`src/sv/crc_frame_receiver_assert.svh`:
```
// assertion macros shared by the frame receiver modules
// no dependencies; included inside the module bodies that assert
`ifndef CRC_FRAME_RECEIVER_ASSERT_SVH
`define CRC_FRAME_RECEIVER_ASSERT_SVH

// same-cycle implication
`define CFR_ASSERT_IMPL(lbl, clk, rst_n, ante, cons, msg) \
    lbl: assert property (@(posedge clk) disable iff (!rst_n) (ante) |-> (cons)) \
        else $error(msg);

// next-cycle implication
`define CFR_ASSERT_NEXT(lbl, clk, rst_n, ante, cons, msg) \
    lbl: assert property (@(posedge clk) disable iff (!rst_n) (ante) |=> (cons)) \
        else $error(msg);

`endif

```
`src/sv/cfr_pkg.sv`:
```
// shared types, constants and the crc byte update for the frame receiver
// no dependencies
package cfr_pkg;

    localparam int MAX_PAYLOAD = 256;
    localparam int LEN_W       = 9;
    localparam int CFG_IDX_W   = 2;
    localparam int CFG_DATA_W  = 9;
    localparam int FIFO_DEPTH  = 4;
    localparam int FIFO_AW     = $clog2(FIFO_DEPTH);

    localparam logic [CFG_IDX_W-1:0] CFG_START_FLAG = 2'd0;
    localparam logic [CFG_IDX_W-1:0] CFG_END_FLAG   = 2'd1;
    localparam logic [CFG_IDX_W-1:0] CFG_MAX_LENGTH = 2'd2;

    localparam logic [7:0]       START_FLAG_RST = 8'd126;
    localparam logic [7:0]       END_FLAG_RST   = 8'd125;
    localparam logic [LEN_W-1:0] MAX_LENGTH_RST = 9'd256;
    localparam logic [LEN_W-1:0] CAP_LIMIT      = LEN_W'(MAX_PAYLOAD);

    localparam logic [15:0] CRC_INIT = 16'hFFFF;

    localparam logic KIND_PAYLOAD = 1'b0;
    localparam logic KIND_SUMMARY = 1'b1;

    localparam logic [1:0] ST_OK  = 2'd0;
    localparam logic [1:0] ST_NAK = 2'd1;
    localparam logic [1:0] ST_ERR = 2'd2;

    typedef enum logic [2:0] {
        PH_HUNT,
        PH_CMD,
        PH_LEN_LO,
        PH_LEN_HI,
        PH_PAYLOAD,
        PH_CRC_LO,
        PH_CRC_HI,
        PH_END
    } t_phase;

    // one classified byte handed from front to back
    typedef struct packed {
        logic             kind;
        logic [7:0]       data;
        logic [7:0]       byte_index;
        logic [7:0]       command;
        logic [LEN_W-1:0] length;
        logic [15:0]      rx_crc;
        logic             bad_end;
    } t_op;

    typedef struct packed {
        logic full;
        logic empty;
    } t_fifo_stat;

    // crc-16 ccitt, poly 0x1021, one byte msb first
    function automatic logic [15:0] crc_update(input logic [15:0] crc, input logic [7:0] b);
        logic [7:0] x;
        x = crc[15:8] ^ b;
        x = x ^ {4'b0, x[7:4]};
        return {crc[7:0], 8'b0} ^ {x[3:0], 12'b0} ^ {3'b0, x, 5'b0} ^ {8'b0, x};
    endfunction

endpackage

```
`src/sv/cfr_rx_if.sv`:
```
// received byte channel of the frame receiver
// no dependencies
interface cfr_rx_if;
    logic       valid;
    logic       ready;
    logic [7:0] rx_byte;

    modport source (output valid, output rx_byte, input ready);
    modport sink (input valid, input rx_byte, output ready);
endinterface

```
`src/sv/cfr_res_if.sv`:
```
// result channel of the frame receiver
// no dependencies
interface cfr_res_if;
    logic       valid;
    logic       ready;
    logic       kind;
    logic [7:0] data;
    logic [7:0] byte_index;
    logic [7:0] command;
    logic [8:0] length;
    logic [1:0] status;

    modport source (output valid, output kind, output data, output byte_index,
                    output command, output length, output status, input ready);
    modport sink (input valid, input kind, input data, input byte_index,
                  input command, input length, input status, output ready);
endinterface

```
`src/sv/crc_frame_receiver.sv`:
```
// a taken payload byte or end byte is written into the op queue and is then popped into the
// output register that drives the result channel; result backpressure can stall the pop
// throughput: one byte per cycle; a 4-entry op queue and one output register decouple the sides
// ready drops only while the op queue is full under result backpressure
// reset: synchronous active low; flags, capacity, phase, crc and queue return at once
// top level: frame parser, op queue and result stage; depends on cfr_pkg and both interfaces
module crc_frame_receiver (
    input  logic                           i_clk,
    input  logic                           i_rst_n,
    cfr_rx_if.sink                         i_rx,
    cfr_res_if.source                      o_res,
    input  logic                           i_cfg_we,
    input  logic [cfr_pkg::CFG_IDX_W-1:0]  i_cfg_idx,
    input  logic [cfr_pkg::CFG_DATA_W-1:0] i_cfg_data
);
    import cfr_pkg::*;

    t_op        push_op;
    t_op        head_op;
    t_fifo_stat stat;
    logic       push;
    logic       pop;

    cfr_front u_front (
        .i_clk      (i_clk),
        .i_rst_n    (i_rst_n),
        .i_rx       (i_rx),
        .i_cfg_we   (i_cfg_we),
        .i_cfg_idx  (i_cfg_idx),
        .i_cfg_data (i_cfg_data),
        .i_stat     (stat),
        .o_push     (push),
        .o_op       (push_op)
    );

    cfr_fifo u_fifo (
        .i_clk   (i_clk),
        .i_rst_n (i_rst_n),
        .i_push  (push),
        .i_wdata (push_op),
        .i_pop   (pop),
        .o_rdata (head_op),
        .o_stat  (stat)
    );

    cfr_back u_back (
        .i_clk   (i_clk),
        .i_rst_n (i_rst_n),
        .i_op    (head_op),
        .i_stat  (stat),
        .o_pop   (pop),
        .o_res   (o_res)
    );
endmodule

```
`src/sv/cfr_fifo.sv`:
```
// small op queue between the frame parser and the result stage
// depends on cfr_pkg and crc_frame_receiver_assert.svh
module cfr_fifo (
    input  logic                i_clk,
    input  logic                i_rst_n,
    input  logic                i_push,
    input  cfr_pkg::t_op        i_wdata,
    input  logic                i_pop,
    output cfr_pkg::t_op        o_rdata,
    output cfr_pkg::t_fifo_stat o_stat
);
    import cfr_pkg::*;
    `include "crc_frame_receiver_assert.svh"

    t_op                r_mem [FIFO_DEPTH];
    logic [FIFO_AW-1:0] r_wptr;
    logic [FIFO_AW-1:0] r_rptr;
    logic [FIFO_AW:0]   r_cnt;
    logic [FIFO_AW-1:0] n_wptr;
    logic [FIFO_AW-1:0] n_rptr;
    logic [FIFO_AW:0]   n_cnt;

    assign o_stat.full  = (r_cnt == (FIFO_AW+1)'(FIFO_DEPTH));
    assign o_stat.empty = (r_cnt == '0);
    assign o_rdata      = r_mem[r_rptr];

    always_comb begin
        n_wptr = i_push ? r_wptr + 1'b1 : r_wptr;
        n_rptr = i_pop ? r_rptr + 1'b1 : r_rptr;
        n_cnt  = r_cnt;
        if (i_push && !i_pop) begin
            n_cnt = r_cnt + 1'b1;
        end else if (!i_push && i_pop) begin
            n_cnt = r_cnt - 1'b1;
        end
    end

    always_ff @(posedge i_clk) begin
        if (i_push) begin
            r_mem[r_wptr] <= i_wdata;
        end
    end

    always_ff @(posedge i_clk) begin
        if (!i_rst_n) begin
            r_wptr <= '0;
            r_rptr <= '0;
            r_cnt  <= '0;
        end else begin
            r_wptr <= n_wptr;
            r_rptr <= n_rptr;
            r_cnt  <= n_cnt;
        end
    end

    `CFR_ASSERT_IMPL(a_cnt_bound, i_clk, i_rst_n, 1'b1, r_cnt <= (FIFO_AW+1)'(FIFO_DEPTH), "queue count over depth")
    `CFR_ASSERT_IMPL(a_no_overflow, i_clk, i_rst_n, i_push, !o_stat.full || i_pop, "push into full queue")
    `CFR_ASSERT_NEXT(a_cnt_grow, i_clk, i_rst_n, i_push && !i_pop, r_cnt == $past(r_cnt) + 1'b1, "queue count did not grow")
endmodule

```
`src/sv/cfr_front.sv`:
```
// frame parser: config registers, phase tracking, byte classification
// depends on cfr_pkg and cfr_rx_if
module cfr_front (
    input  logic                              i_clk,
    input  logic                              i_rst_n,
    cfr_rx_if.sink                            i_rx,
    input  logic                              i_cfg_we,
    input  logic [cfr_pkg::CFG_IDX_W-1:0]     i_cfg_idx,
    input  logic [cfr_pkg::CFG_DATA_W-1:0]    i_cfg_data,
    input  cfr_pkg::t_fifo_stat               i_stat,
    output logic                              o_push,
    output cfr_pkg::t_op                      o_op
);
    import cfr_pkg::*;

    t_phase           r_phase;
    t_phase           n_phase;
    logic [7:0]       r_start_flag;
    logic [7:0]       r_end_flag;
    logic [LEN_W-1:0] r_max_len;
    logic [7:0]       r_cmd;
    logic [7:0]       r_len_lo;
    logic [LEN_W-1:0] r_len;
    logic [LEN_W-1:0] r_cnt;
    logic [7:0]       r_crc_lo;
    logic [15:0]      r_rx_crc;
    logic [LEN_W-1:0] n_len;
    logic [LEN_W-1:0] n_cnt;
    logic             take;
    logic [15:0]      len_full;
    logic [LEN_W-1:0] cap;
    logic [LEN_W-1:0] cnt_inc;

    assign i_rx.ready = !i_stat.full;
    assign take       = i_rx.valid && !i_stat.full;
    assign len_full   = {i_rx.rx_byte, r_len_lo};
    assign cap        = (r_max_len < CAP_LIMIT) ? r_max_len : CAP_LIMIT;
    assign cnt_inc    = r_cnt + 1'b1;

    always_comb begin
        n_len = (len_full > {{(16-LEN_W){1'b0}}, cap}) ? cap : len_full[LEN_W-1:0];
        n_cnt = (r_phase == PH_PAYLOAD) ? cnt_inc : '0;
    end

    // next phase
    always_comb begin
        n_phase = r_phase;
        if (take) begin
            unique case (r_phase)
                PH_HUNT:    n_phase = (i_rx.rx_byte == r_start_flag) ? PH_CMD : PH_HUNT;
                PH_CMD:     n_phase = PH_LEN_LO;
                PH_LEN_LO:  n_phase = PH_LEN_HI;
                PH_LEN_HI:  n_phase = (n_len == '0) ? PH_CRC_LO : PH_PAYLOAD;
                PH_PAYLOAD: n_phase = (cnt_inc >= r_len) ? PH_CRC_LO : PH_PAYLOAD;
                PH_CRC_LO:  n_phase = PH_CRC_HI;
                PH_CRC_HI:  n_phase = PH_END;
                PH_END:     n_phase = PH_HUNT;
                default:    n_phase = PH_HUNT;
            endcase
        end
    end

    // op to the queue
    always_comb begin
        o_push          = 1'b0;
        o_op.kind       = KIND_PAYLOAD;
        o_op.data       = i_rx.rx_byte;
        o_op.byte_index = r_cnt[7:0];
        o_op.command    = r_cmd;
        o_op.length     = r_len;
        o_op.rx_crc     = r_rx_crc;
        o_op.bad_end    = (i_rx.rx_byte != r_end_flag);
        unique case (r_phase)
            PH_PAYLOAD: o_push = take;
            PH_END: begin
                o_push    = take;
                o_op.kind = KIND_SUMMARY;
            end
            default: o_push = 1'b0;
        endcase
    end

    always_ff @(posedge i_clk) begin
        if (!i_rst_n) begin
            r_phase      <= PH_HUNT;
            r_start_flag <= START_FLAG_RST;
            r_end_flag   <= END_FLAG_RST;
            r_max_len    <= MAX_LENGTH_RST;
            r_cmd        <= '0;
            r_len_lo     <= '0;
            r_len        <= '0;
            r_cnt        <= '0;
            r_crc_lo     <= '0;
            r_rx_crc     <= '0;
        end else begin
            r_phase <= n_phase;
            if (i_cfg_we) begin
                unique case (i_cfg_idx)
                    CFG_START_FLAG: r_start_flag <= i_cfg_data[7:0];
                    CFG_END_FLAG:   r_end_flag   <= i_cfg_data[7:0];
                    CFG_MAX_LENGTH: r_max_len    <= i_cfg_data[LEN_W-1:0];
                    default:        r_max_len    <= r_max_len;
                endcase
            end
            if (take) begin
                case (r_phase)
                    PH_CMD:     r_cmd    <= i_rx.rx_byte;
                    PH_LEN_LO:  r_len_lo <= i_rx.rx_byte;
                    PH_LEN_HI: begin
                        r_len <= n_len;
                        r_cnt <= n_cnt;
                    end
                    PH_PAYLOAD: r_cnt    <= n_cnt;
                    PH_CRC_LO:  r_crc_lo <= i_rx.rx_byte;
                    PH_CRC_HI:  r_rx_crc <= {i_rx.rx_byte, r_crc_lo};
                    default:    r_cmd    <= r_cmd;
                endcase
            end
        end
    end
endmodule

```
`src/sv/cfr_back.sv`:
```
// result stage: crc accumulation, status, registered result output
// depends on cfr_pkg, cfr_res_if and crc_frame_receiver_assert.svh
module cfr_back (
    input  logic                i_clk,
    input  logic                i_rst_n,
    input  cfr_pkg::t_op        i_op,
    input  cfr_pkg::t_fifo_stat i_stat,
    output logic                o_pop,
    cfr_res_if.source           o_res
);
    import cfr_pkg::*;
    `include "crc_frame_receiver_assert.svh"

    logic             r_valid;
    logic             r_kind;
    logic [7:0]       r_data;
    logic [7:0]       r_index;
    logic [7:0]       r_command;
    logic [LEN_W-1:0] r_length;
    logic [1:0]       r_status;
    logic [15:0]      r_crc;
    logic [15:0]      n_crc;
    logic [1:0]       n_status;
    logic             n_valid;

    assign o_pop = !i_stat.empty && (!r_valid || o_res.ready);

    always_comb begin
        n_valid = r_valid && !o_res.ready;
        if (o_pop) begin
            n_valid = 1'b1;
        end
        n_crc = r_crc;
        if (o_pop) begin
            n_crc = (i_op.kind == KIND_SUMMARY) ? CRC_INIT : crc_update(r_crc, i_op.data);
        end
        if (i_op.bad_end) begin
            n_status = ST_ERR;
        end else if (r_crc != i_op.rx_crc) begin
            n_status = ST_NAK;
        end else begin
            n_status = ST_OK;
        end
    end

    always_ff @(posedge i_clk) begin
        if (!i_rst_n) begin
            r_valid <= 1'b0;
            r_crc   <= CRC_INIT;
        end else begin
            r_valid <= n_valid;
            r_crc   <= n_crc;
        end
    end

    always_ff @(posedge i_clk) begin
        if (o_pop) begin
            r_kind <= i_op.kind;
            if (i_op.kind == KIND_SUMMARY) begin
                r_data    <= '0;
                r_index   <= '0;
                r_command <= i_op.command;
                r_length  <= i_op.length;
                r_status  <= n_status;
            end else begin
                r_data    <= i_op.data;
                r_index   <= i_op.byte_index;
                r_command <= '0;
                r_length  <= '0;
                r_status  <= ST_OK;
            end
        end
    end

    assign o_res.valid      = r_valid;
    assign o_res.kind       = r_kind;
    assign o_res.data       = r_data;
    assign o_res.byte_index = r_index;
    assign o_res.command    = r_command;
    assign o_res.length     = r_length;
    assign o_res.status     = r_status;

    `CFR_ASSERT_NEXT(a_crc_rearm, i_clk, i_rst_n, o_pop && i_op.kind == KIND_SUMMARY, r_crc == CRC_INIT, "crc not rearmed after frame end")
    `CFR_ASSERT_NEXT(a_pop_fills, i_clk, i_rst_n, o_pop, r_valid, "popped op left no result")
    `CFR_ASSERT_IMPL(a_status_code, i_clk, i_rst_n, r_valid, r_status == ST_OK || r_status == ST_NAK || r_status == ST_ERR, "status code out of range")
endmodule

```
`src/flat_wrapper.sv`:
```
// flat-port wrapper written by rule: the top's interface ports become plain ports
module crc_frame_receiver_flat import cfr_pkg::*;
  (i_clk, i_rst_n, i_cfg_we, i_cfg_idx, i_cfg_data, i_rx_valid, i_rx_rx_byte, i_rx_ready, o_res_valid, o_res_kind, o_res_data, o_res_byte_index, o_res_command, o_res_length, o_res_status, o_res_ready);
  cfr_rx_if i_rx_i ();
  cfr_res_if o_res_i ();
  input  logic i_clk;
  input  logic i_rst_n;
  input  logic i_cfg_we;
  input  logic [cfr_pkg::CFG_IDX_W-1:0] i_cfg_idx;
  input  logic [cfr_pkg::CFG_DATA_W-1:0] i_cfg_data;
  input wire logic [$bits(i_rx_i.valid)-1:0] i_rx_valid;
  input wire logic [$bits(i_rx_i.rx_byte)-1:0] i_rx_rx_byte;
  output wire logic [$bits(i_rx_i.ready)-1:0] i_rx_ready;
  output wire logic [$bits(o_res_i.valid)-1:0] o_res_valid;
  output wire logic [$bits(o_res_i.kind)-1:0] o_res_kind;
  output wire logic [$bits(o_res_i.data)-1:0] o_res_data;
  output wire logic [$bits(o_res_i.byte_index)-1:0] o_res_byte_index;
  output wire logic [$bits(o_res_i.command)-1:0] o_res_command;
  output wire logic [$bits(o_res_i.length)-1:0] o_res_length;
  output wire logic [$bits(o_res_i.status)-1:0] o_res_status;
  input wire logic [$bits(o_res_i.ready)-1:0] o_res_ready;
  assign i_rx_i.valid = i_rx_valid;
  assign i_rx_i.rx_byte = i_rx_rx_byte;
  assign i_rx_ready = i_rx_i.ready;
  assign o_res_valid = o_res_i.valid;
  assign o_res_kind = o_res_i.kind;
  assign o_res_data = o_res_i.data;
  assign o_res_byte_index = o_res_i.byte_index;
  assign o_res_command = o_res_i.command;
  assign o_res_length = o_res_i.length;
  assign o_res_status = o_res_i.status;
  assign o_res_i.ready = o_res_ready;
  crc_frame_receiver u_core (.i_clk(i_clk), .i_rst_n(i_rst_n), .i_rx(i_rx_i), .o_res(o_res_i), .i_cfg_we(i_cfg_we), .i_cfg_idx(i_cfg_idx), .i_cfg_data(i_cfg_data));
endmodule
```
`config.mk`:
```
export PLATFORM = sky130hd
export DESIGN_NAME = crc_frame_receiver_flat
export DESIGN_NICKNAME = d
export VERILOG_FILES = /design/src/sv/cfr_pkg.sv /design/src/sv/cfr_rx_if.sv /design/src/sv/cfr_res_if.sv /design/src/sv/crc_frame_receiver.sv /design/src/sv/cfr_fifo.sv /design/src/sv/cfr_front.sv /design/src/sv/cfr_back.sv /design/src/flat_wrapper.sv
export VERILOG_INCLUDE_DIRS = /design/src /design/src/sv
export SDC_FILE = /design/constraint.sdc
export NUM_CORES = 1
export LEC_CHECK = 0
export ABC_AREA = 1
export BUFFER_PORTS_ARGS = -buffer_cell sky130_fd_sc_hd__buf_2
export CORE_ASPECT_RATIO = 2
export CORE_UTILIZATION = 65
export CTS_BUF_LIST = sky130_fd_sc_hd__clkbuf_4 sky130_fd_sc_hd__clkbuf_8
export CTS_CLUSTER_DIAMETER = 30
export DETAILED_ROUTE_END_ITERATION = 7
export GPL_TIMING_DRIVEN = 0
export PLACE_DENSITY = 0.95
export SLEW_MARGIN = 25
export SYNTH_ARGS = -nofsm -noshare
export SYNTH_HDL_FRONTEND = slang
export SYNTH_HIERARCHICAL = 1
export SYNTH_SLANG_ARGS = --single-unit
```
`constraint.sdc`:
```
create_clock -name i_clk -period 3.6 [get_ports i_clk]
set_input_delay 0.18 -clock i_clk [delete_from_list [all_inputs] [get_ports i_clk]]
set_output_delay 0.18 -clock i_clk [all_outputs]
set_load 0.1 [all_outputs]
```
; After elaboration in Yosys (flattened, before gate mapping)
; Memory sizes are Yosys's and may differ from the RTL's. A register that Yosys moved wholly into a read port is not among the register bits.
; Index checks and enable logic that the tools add are counted.
[totals]
ff_bits = 146
mem_count = 1
ramBits = 204
inputBits = 24
[classes]
add_sub_neg = 5
bitwise_logic = 6
reduce_logical = 29
magnitude_cmp = 3
n_eq_ne = 13
n_mux = 19
[mem_list]
columns = name, depth, width, read_ports, rd_ports_with_merged_regs, write_ports, line_no
row1 = u_core.u_fifo.r_mem, 4, 51, 1, 1, 1, cfr_fifo.sv:15  ; t_op r_mem [FIFO_DEPTH];
[ops]
columns = op, count
row1 = 9-bit two-way mux, 3
row2 = 3-bit one-hot mux with 8 select lines, 1
row3 = 2-bit AND reduction, 9
row4 = 16-bit by 9-bit > comparator with 1-bit output, 1
row5 = 16-bit two-way mux, 1
row6 = 16-bit != test, 1
row7 = 16-bit by 13-bit bitwise XOR with 16-bit output, 1
row8 = 16-bit bitwise XOR, 1
row9 = 16-bit by 8-bit bitwise XOR with 16-bit output, 1
row10 = 3-bit == test (second input constant), 5
row11 = 9-bit by 1-bit adder with 9-bit output (second input constant), 1
row12 = 9-bit >= comparator, 1
row13 = 9-bit zero test, 1
row14 = 9-bit less-than comparator (second input constant), 1
row15 = 1-bit two-way mux, 9
row16 = 8-bit == test, 1
row17 = 8-bit != test, 1
row18 = 8-bit by 4-bit bitwise XOR with 8-bit output, 1
row19 = 8-bit bitwise XOR, 1
row20 = 3-bit by 2-bit == test with 1-bit output (second input constant), 2
row21 = 1-bit zero test, 6
row22 = 3-bit zero test, 2
row23 = 2-bit two-way mux, 3
row24 = 3-bit two-way mux, 2
row25 = other kinds (12), 19

; Logic depth before layout (Yosys ltp)
[depth]
word_depth = 8
mapped_depth = 23
depth_no_buf = 22

; Hierarchy
; The synthesis kept the hierarchy.
[modules_own_cells]
columns = module, area_per_inst_um2, cells_each, seq_area_each_um2, instances
row1 = cfr_fifo, 8036.5, 551, 6306.0, 1
row2 = cfr_front, 4212.8, 568, 1721.7, 1
row3 = cfr_back, 2650.0, 322, 1421.4, 1

; Least setup slack after synthesis
; OpenSTA, ideal clock, no wires.
[synth_timing]
path_kind = register to register
from = register u_core.u_fifo.r_cnt[1]
to = memory u_core/u_fifo/r_mem[0][0] (netlist name) (enable)
arrival_ps = 2745
setup_time_ps = 405
slack_ps = 450
path_buffers = 0
path_stages_with_launch = 8
path_cell_list = dfxtp_1 -> nor3_1 -> inv_1 -> nand2_1 -> inv_1 -> o21a_1 -> nand2_1 -> inv_1
[synth_rtl]
columns = element, line_no
row1 = from (decl), cfr_fifo.sv:18  ; logic [FIFO_AW:0] r_cnt;
row2 = from (signal assigned), cfr_fifo.sv:52  ; r_cnt <= n_cnt;
row3 = to (decl), cfr_fifo.sv:15

; Final worst setup path
[layout_timing]
from = register u_core.u_front.r_cnt[0]
to = register u_core.u_front.r_phase[0]
[layout_via]
elab_chain_len = 4
[layout_lines]
columns = element, line_no
row1 = from (decl), cfr_front.sv:24  ; logic [LEN_W-1:0] r_cnt;
row2 = from (signal assigned), cfr_front.sv:111  ; r_cnt <= n_cnt;
row3 = from (signal assigned), cfr_front.sv:113  ; PH_PAYLOAD: r_cnt <= n_cnt;
row4 = 9-bit by 1-bit adder with 9-bit output, cfr_front.sv:38  ; assign cnt_inc = r_cnt + 1'b1;
row5 = 9-bit >= comparator, cfr_front.sv:54  ; PH_PAYLOAD: n_phase = (cnt_inc >= r_len) ? PH_CRC_LO : PH_PAYLOAD;
row6 = 1-bit two-way mux, cfr_front.sv:54
row7 = 3-bit one-hot mux with 8 select lines, cfr_front.sv:49  ; unique case (r_phase)
row8 = to (signal assigned), cfr_front.sv:96  ; r_phase <= n_phase;
row9 = to (decl), cfr_front.sv:16  ; t_phase r_phase;
; Every way passes these cells.
; A chain may end at the register's enable or synchronous reset.

==> summary.md <==
| Metric | Value |
|---|---|
| Status | `finished clean` |
| Crit-path slowest cell | `dfxtp_1` |
| Setup TNS | `0 ns` |
| Remaining global-route overflow | `0` |
| Slew headroom | `34.82%` |
| Register area share after synthesis | `between 60% and 70%` |
| CP max FO | `6` |
| Mean post-synth cell area | `10.34 um2` |
| Worst slew pin tran | `0.9703 ns` |
| Cell Area, Synth | `14,900 um2` |
| Fillers | `1,248` |
| Routed Antenna Nets | `0` |
| Dominant synthesized flop cell | `edfxtp_1` |
| Largest net degree at the start of global routing | `49` |
| Hold Crit Class | `in2reg` |
| Hold_ws | `between 0.03 and 0.04 ns` |
| Top-area cell type share of the netlist area | `between 40% and 50%` |
| Setup WS post-layout | `0.7958 ns` |
| Ys async rst share | `0%` |
| Share of post-route cells with drive strength above 1 | `15.06%` |
| CTS Root Cell | `clkbuf_8` |
| Vias in the first global route | `around 12k` |
| Post-synth EDFFs | `240` |
| # DRC | `0` |
| Routed len/inst | `21.86 um` |
| Post-Syn Nets | `roughly 1.5k` |
| Slew Limit Fails | `0` |
| Fin nets | `1,613` |
| Synth Warn # | `6` |
| Total length of routed wires | `41,100 um` |
| Total GRT Usage | `36.17%` |
| TritonCTS clock tree | `done` |
| Netlist cell types | `39` |
| Final min period | `~2.8 ns` |
| Crit-path cells | `ha_1 -> nand2_1 -> nor2_1 -> nand3_1 -> nand3b_1 -> xor2_1 -> inv_1 -> ha_1 -> a21oi_1 -> o21a_1 -> o2111ai_1 -> a21oi_1 -> nand3_1 -> nand2_1 -> inv_1` |
| Layout area overhead | `12.63%` |
| DRT iter0 DRCs | `1,276` |
| First-pass GRT wire length | `between 60,000 and 70,000 um` |
| Period utilization | `between 70% and 80%` |
| Fin. Hold Viols | `0` |
| Final setup vio count | `0` |
| Pwr Density | `approximately 800 nW/um2` |
| CP max stage delay | `0.48 ns` |
| CTS max path bufs | `3` |
| Arrival time worst endpoint | `~3.3 ns` |
| Data required, critical path | `4.09 ns` |
| Chip height | `216.1 um` |
| Final RePlAce weighted congestion | `slightly above 0.9` |
| Worst setup EP type | `flip-flop` |
| Routed via count | `11.94k` |
| WS Path Type | `reg2reg` |
| H-tree levels | `2` |
| # resized after CTS | `0` |
| Cell Area, Placed | `15,670 um2` |
| Fin area | `16,780 um2` |
| Max-Cap Viols | `0` |
| Synth top area cells | `edfxtp_1 48%, dfxtp_1 15%, nand2_1 5.4%` |
| Unrepaired setup endpoints after global routing | `false` |
| Vias per inst | `6.349` |
| ANT cells | `0` |
| Starting Density | `66.09%` |
| P_leak | `6.929 nW` |
| Initial DRT Pass Iterations | `6` |
| CTS Sinks | `352` |
| Setup Skew | `0.03486 ns` |
| Clock Latency Late Sink | `around 0.6 ns` |
| Kind of start point of the critical path | `flip-flop` |
| Worst IR drop on VDD | `0.001127 V` |
| Setup WS pre-CTS | `0.9756 ns` |
| Detailed-placement wirelength estimate | `between 20,000 and 30,000 um` |
| Die X | `109.1 um` |
| CTS Buf Count | `44` |
| Post-synthesis cell count | `1,441` |
| Register Area | `roughly 9400 um2` |
| Multi-input gate area | `roughly 4400 um2` |
| Initial antenna violation count | `0` |
| Row count | `78` |
| Core ar. | `between 20,000 and 25,000 um2` |
| Synthesis-stage register bit count | `between 300 and 400` |
| Final core utilization | `74.44%` |
| Peak Freq | `0.3566 GHz` |
| Input/output buffers | `slightly above 60` |
| CTS clock-pin slew for the worst setup and hold paths | `0.08 ns` |
| Die Area | `23,570 um2` |
| Top cell type by total area after synthesis | `edfxtp_1` |
| Io pins | `62` |
-- worst max-delay path, delay by kind of cell, from the launching register on --
family	cells	cell delay, ns
AOI/OAI and AO/OA	4	0.63
xor gates and xnor gates	1	0.16
adders and majority gates	2	0.58
buffers and inverters	2	0.12
DFF	1	0.48
and+or+nand+nor	6	0.76
-- what timing repair did --
item                                    CTS  global route
endpoints found under the setup margin    0             0
endpoints found under the hold margin    27             0
setup buffers                             0             0
hold buffers                             12             0
-- stage by stage --
stage,power (mW),instances
3_5_place_dp,10.33,1786
4_1_cts,13.56,1880
6_report,13.69,1880
2_1_floorplan,9.158,1441
5_1_grt,14.19,1880
3_3_place_gp,10.11,1782
-- layout make-up --
type / count / area share [%]
sequential: 352 / 56.31
multi-input combinational: 876 / 26.41
clock buffer: 61 / 4.630
inverter: 141 / 3.214
timing repair buffer: 77 / 3.146
buffer: 72 / 2.915
tap: 280 / 2.088
clock inverter: 21 / 1.290
-- report_power, final --
part	switching, mW	internal (mW)	total (mW)
registers	0.257	4.80	5.06
clock network	1.50	1.71	3.21
logic	4.13	1.30	5.43
-- sequential cells by signal, indices dropped and copies added, names as in the netlist, named ones only --
name	count
u_core/u_fifo/r_mem	204
u_core/u_back/o_res.valid	1
u_core/u_back/o_res.status	2
u_core/u_front/r_rx_crc	16
u_core/u_back/o_res.kind	1
u_core/u_front/r_len	9
u_core/u_back/o_res.byte_index	8
u_core/u_back/o_res.command	8
u_core/u_front/r_end_flag	8
u_core/u_back/o_res.length	9
u_core/u_fifo/r_wptr	2
u_core/u_front/r_len_lo	8
u_core/u_front/r_start_flag	8
u_core/u_back/o_res.data	8
u_core/u_front/r_cnt	9
u_core/u_front/r_max_len	9
u_core/u_front/r_crc_lo	8
u_core/u_fifo/r_rptr	2
u_core/u_fifo/r_cnt	3
u_core/u_back/r_crc	16
u_core/u_front/r_cmd	8
u_core/u_front/r_phase	3
-- per-layer routing --
metal	wire, um	GRT usage [%]	up-vias	share of wire (%)
met2	21190	61.01	986	52
met1	12790	38.05	5518	31
met4	3441	30.32	0	8.4
met3	3671	6.647	284	8.9
li1	-	-	5149	-
met5	0	0	-	0
-- cells in the mapped netlist (all sizes together) (4+ instances only) --
cell type and instances:
inv 137, clkinv 4, nand3 55, nand3b 5, clkbuf 16, o21ai 173
nand2 230, xnor2 12, dfxtp 112, nor3 7, nor2 198, edfxtp 240
xor2 24, ha 24, buf 56, o211ai 13, o22ai 51, nand4 7
a21oi 66
-- final timing paths --
kind | slack [ns] | startpoint | end | cells past startpoint
worst max-delay path | 0.80 | u_core/u_front/r_cnt[0] | u_core/u_front/r_phase[0] | 15
worst max register to register | 0.80 | u_core/u_front/r_cnt[0] | u_core/u_front/r_phase[0] | 15
worst min-delay path | 0.03 | i_rx_rx_byte[3] | u_core/u_front/r_len_lo[3] | 3
worst min register to register | 0.48 | u_core/u_front/r_len_lo[1] | u_core/u_front/r_len_lo[1] | 2
-- kinds of logic (layout without fill, tap and decap cells) --
logic type / after synthesis / count (layout) / synth area share [%]
adders and majority gates: 25 / 25 / 2.150
DFF: 352 / 352 / 63.42
buffers and inverters: 213 / 372 / 6.836
xor gates and xnor gates: 36 / 36 / 2.116
AOI/OAI and AO/OA: 308 / 308 / 11.09
and+or+nand+nor: 507 / 507 / 14.39
-- cells in the final DEF, fill, tap and decap left out, drive strengths merged --
master       instances
edfxtp             240
nand2              230
nor2               198
o21ai              173
inv                141
buf                121
dfxtp              112
clkbuf              77
a21oi               66
nand3               55
o22ai               51
xor2                24
ha                  24
clkinv              16
o211ai              13
dlygate4sd3         12
xnor2               12
nand4                7
nor3                 7
nand3b               5
bufinv               4
or2                  3
nor4                 2
o21a                 2
clkinvlp             1
fa                   1
a21o                 1
o2111ai              1
a41oi                1
No activity file was read; power rests on OpenSTA's default activity.
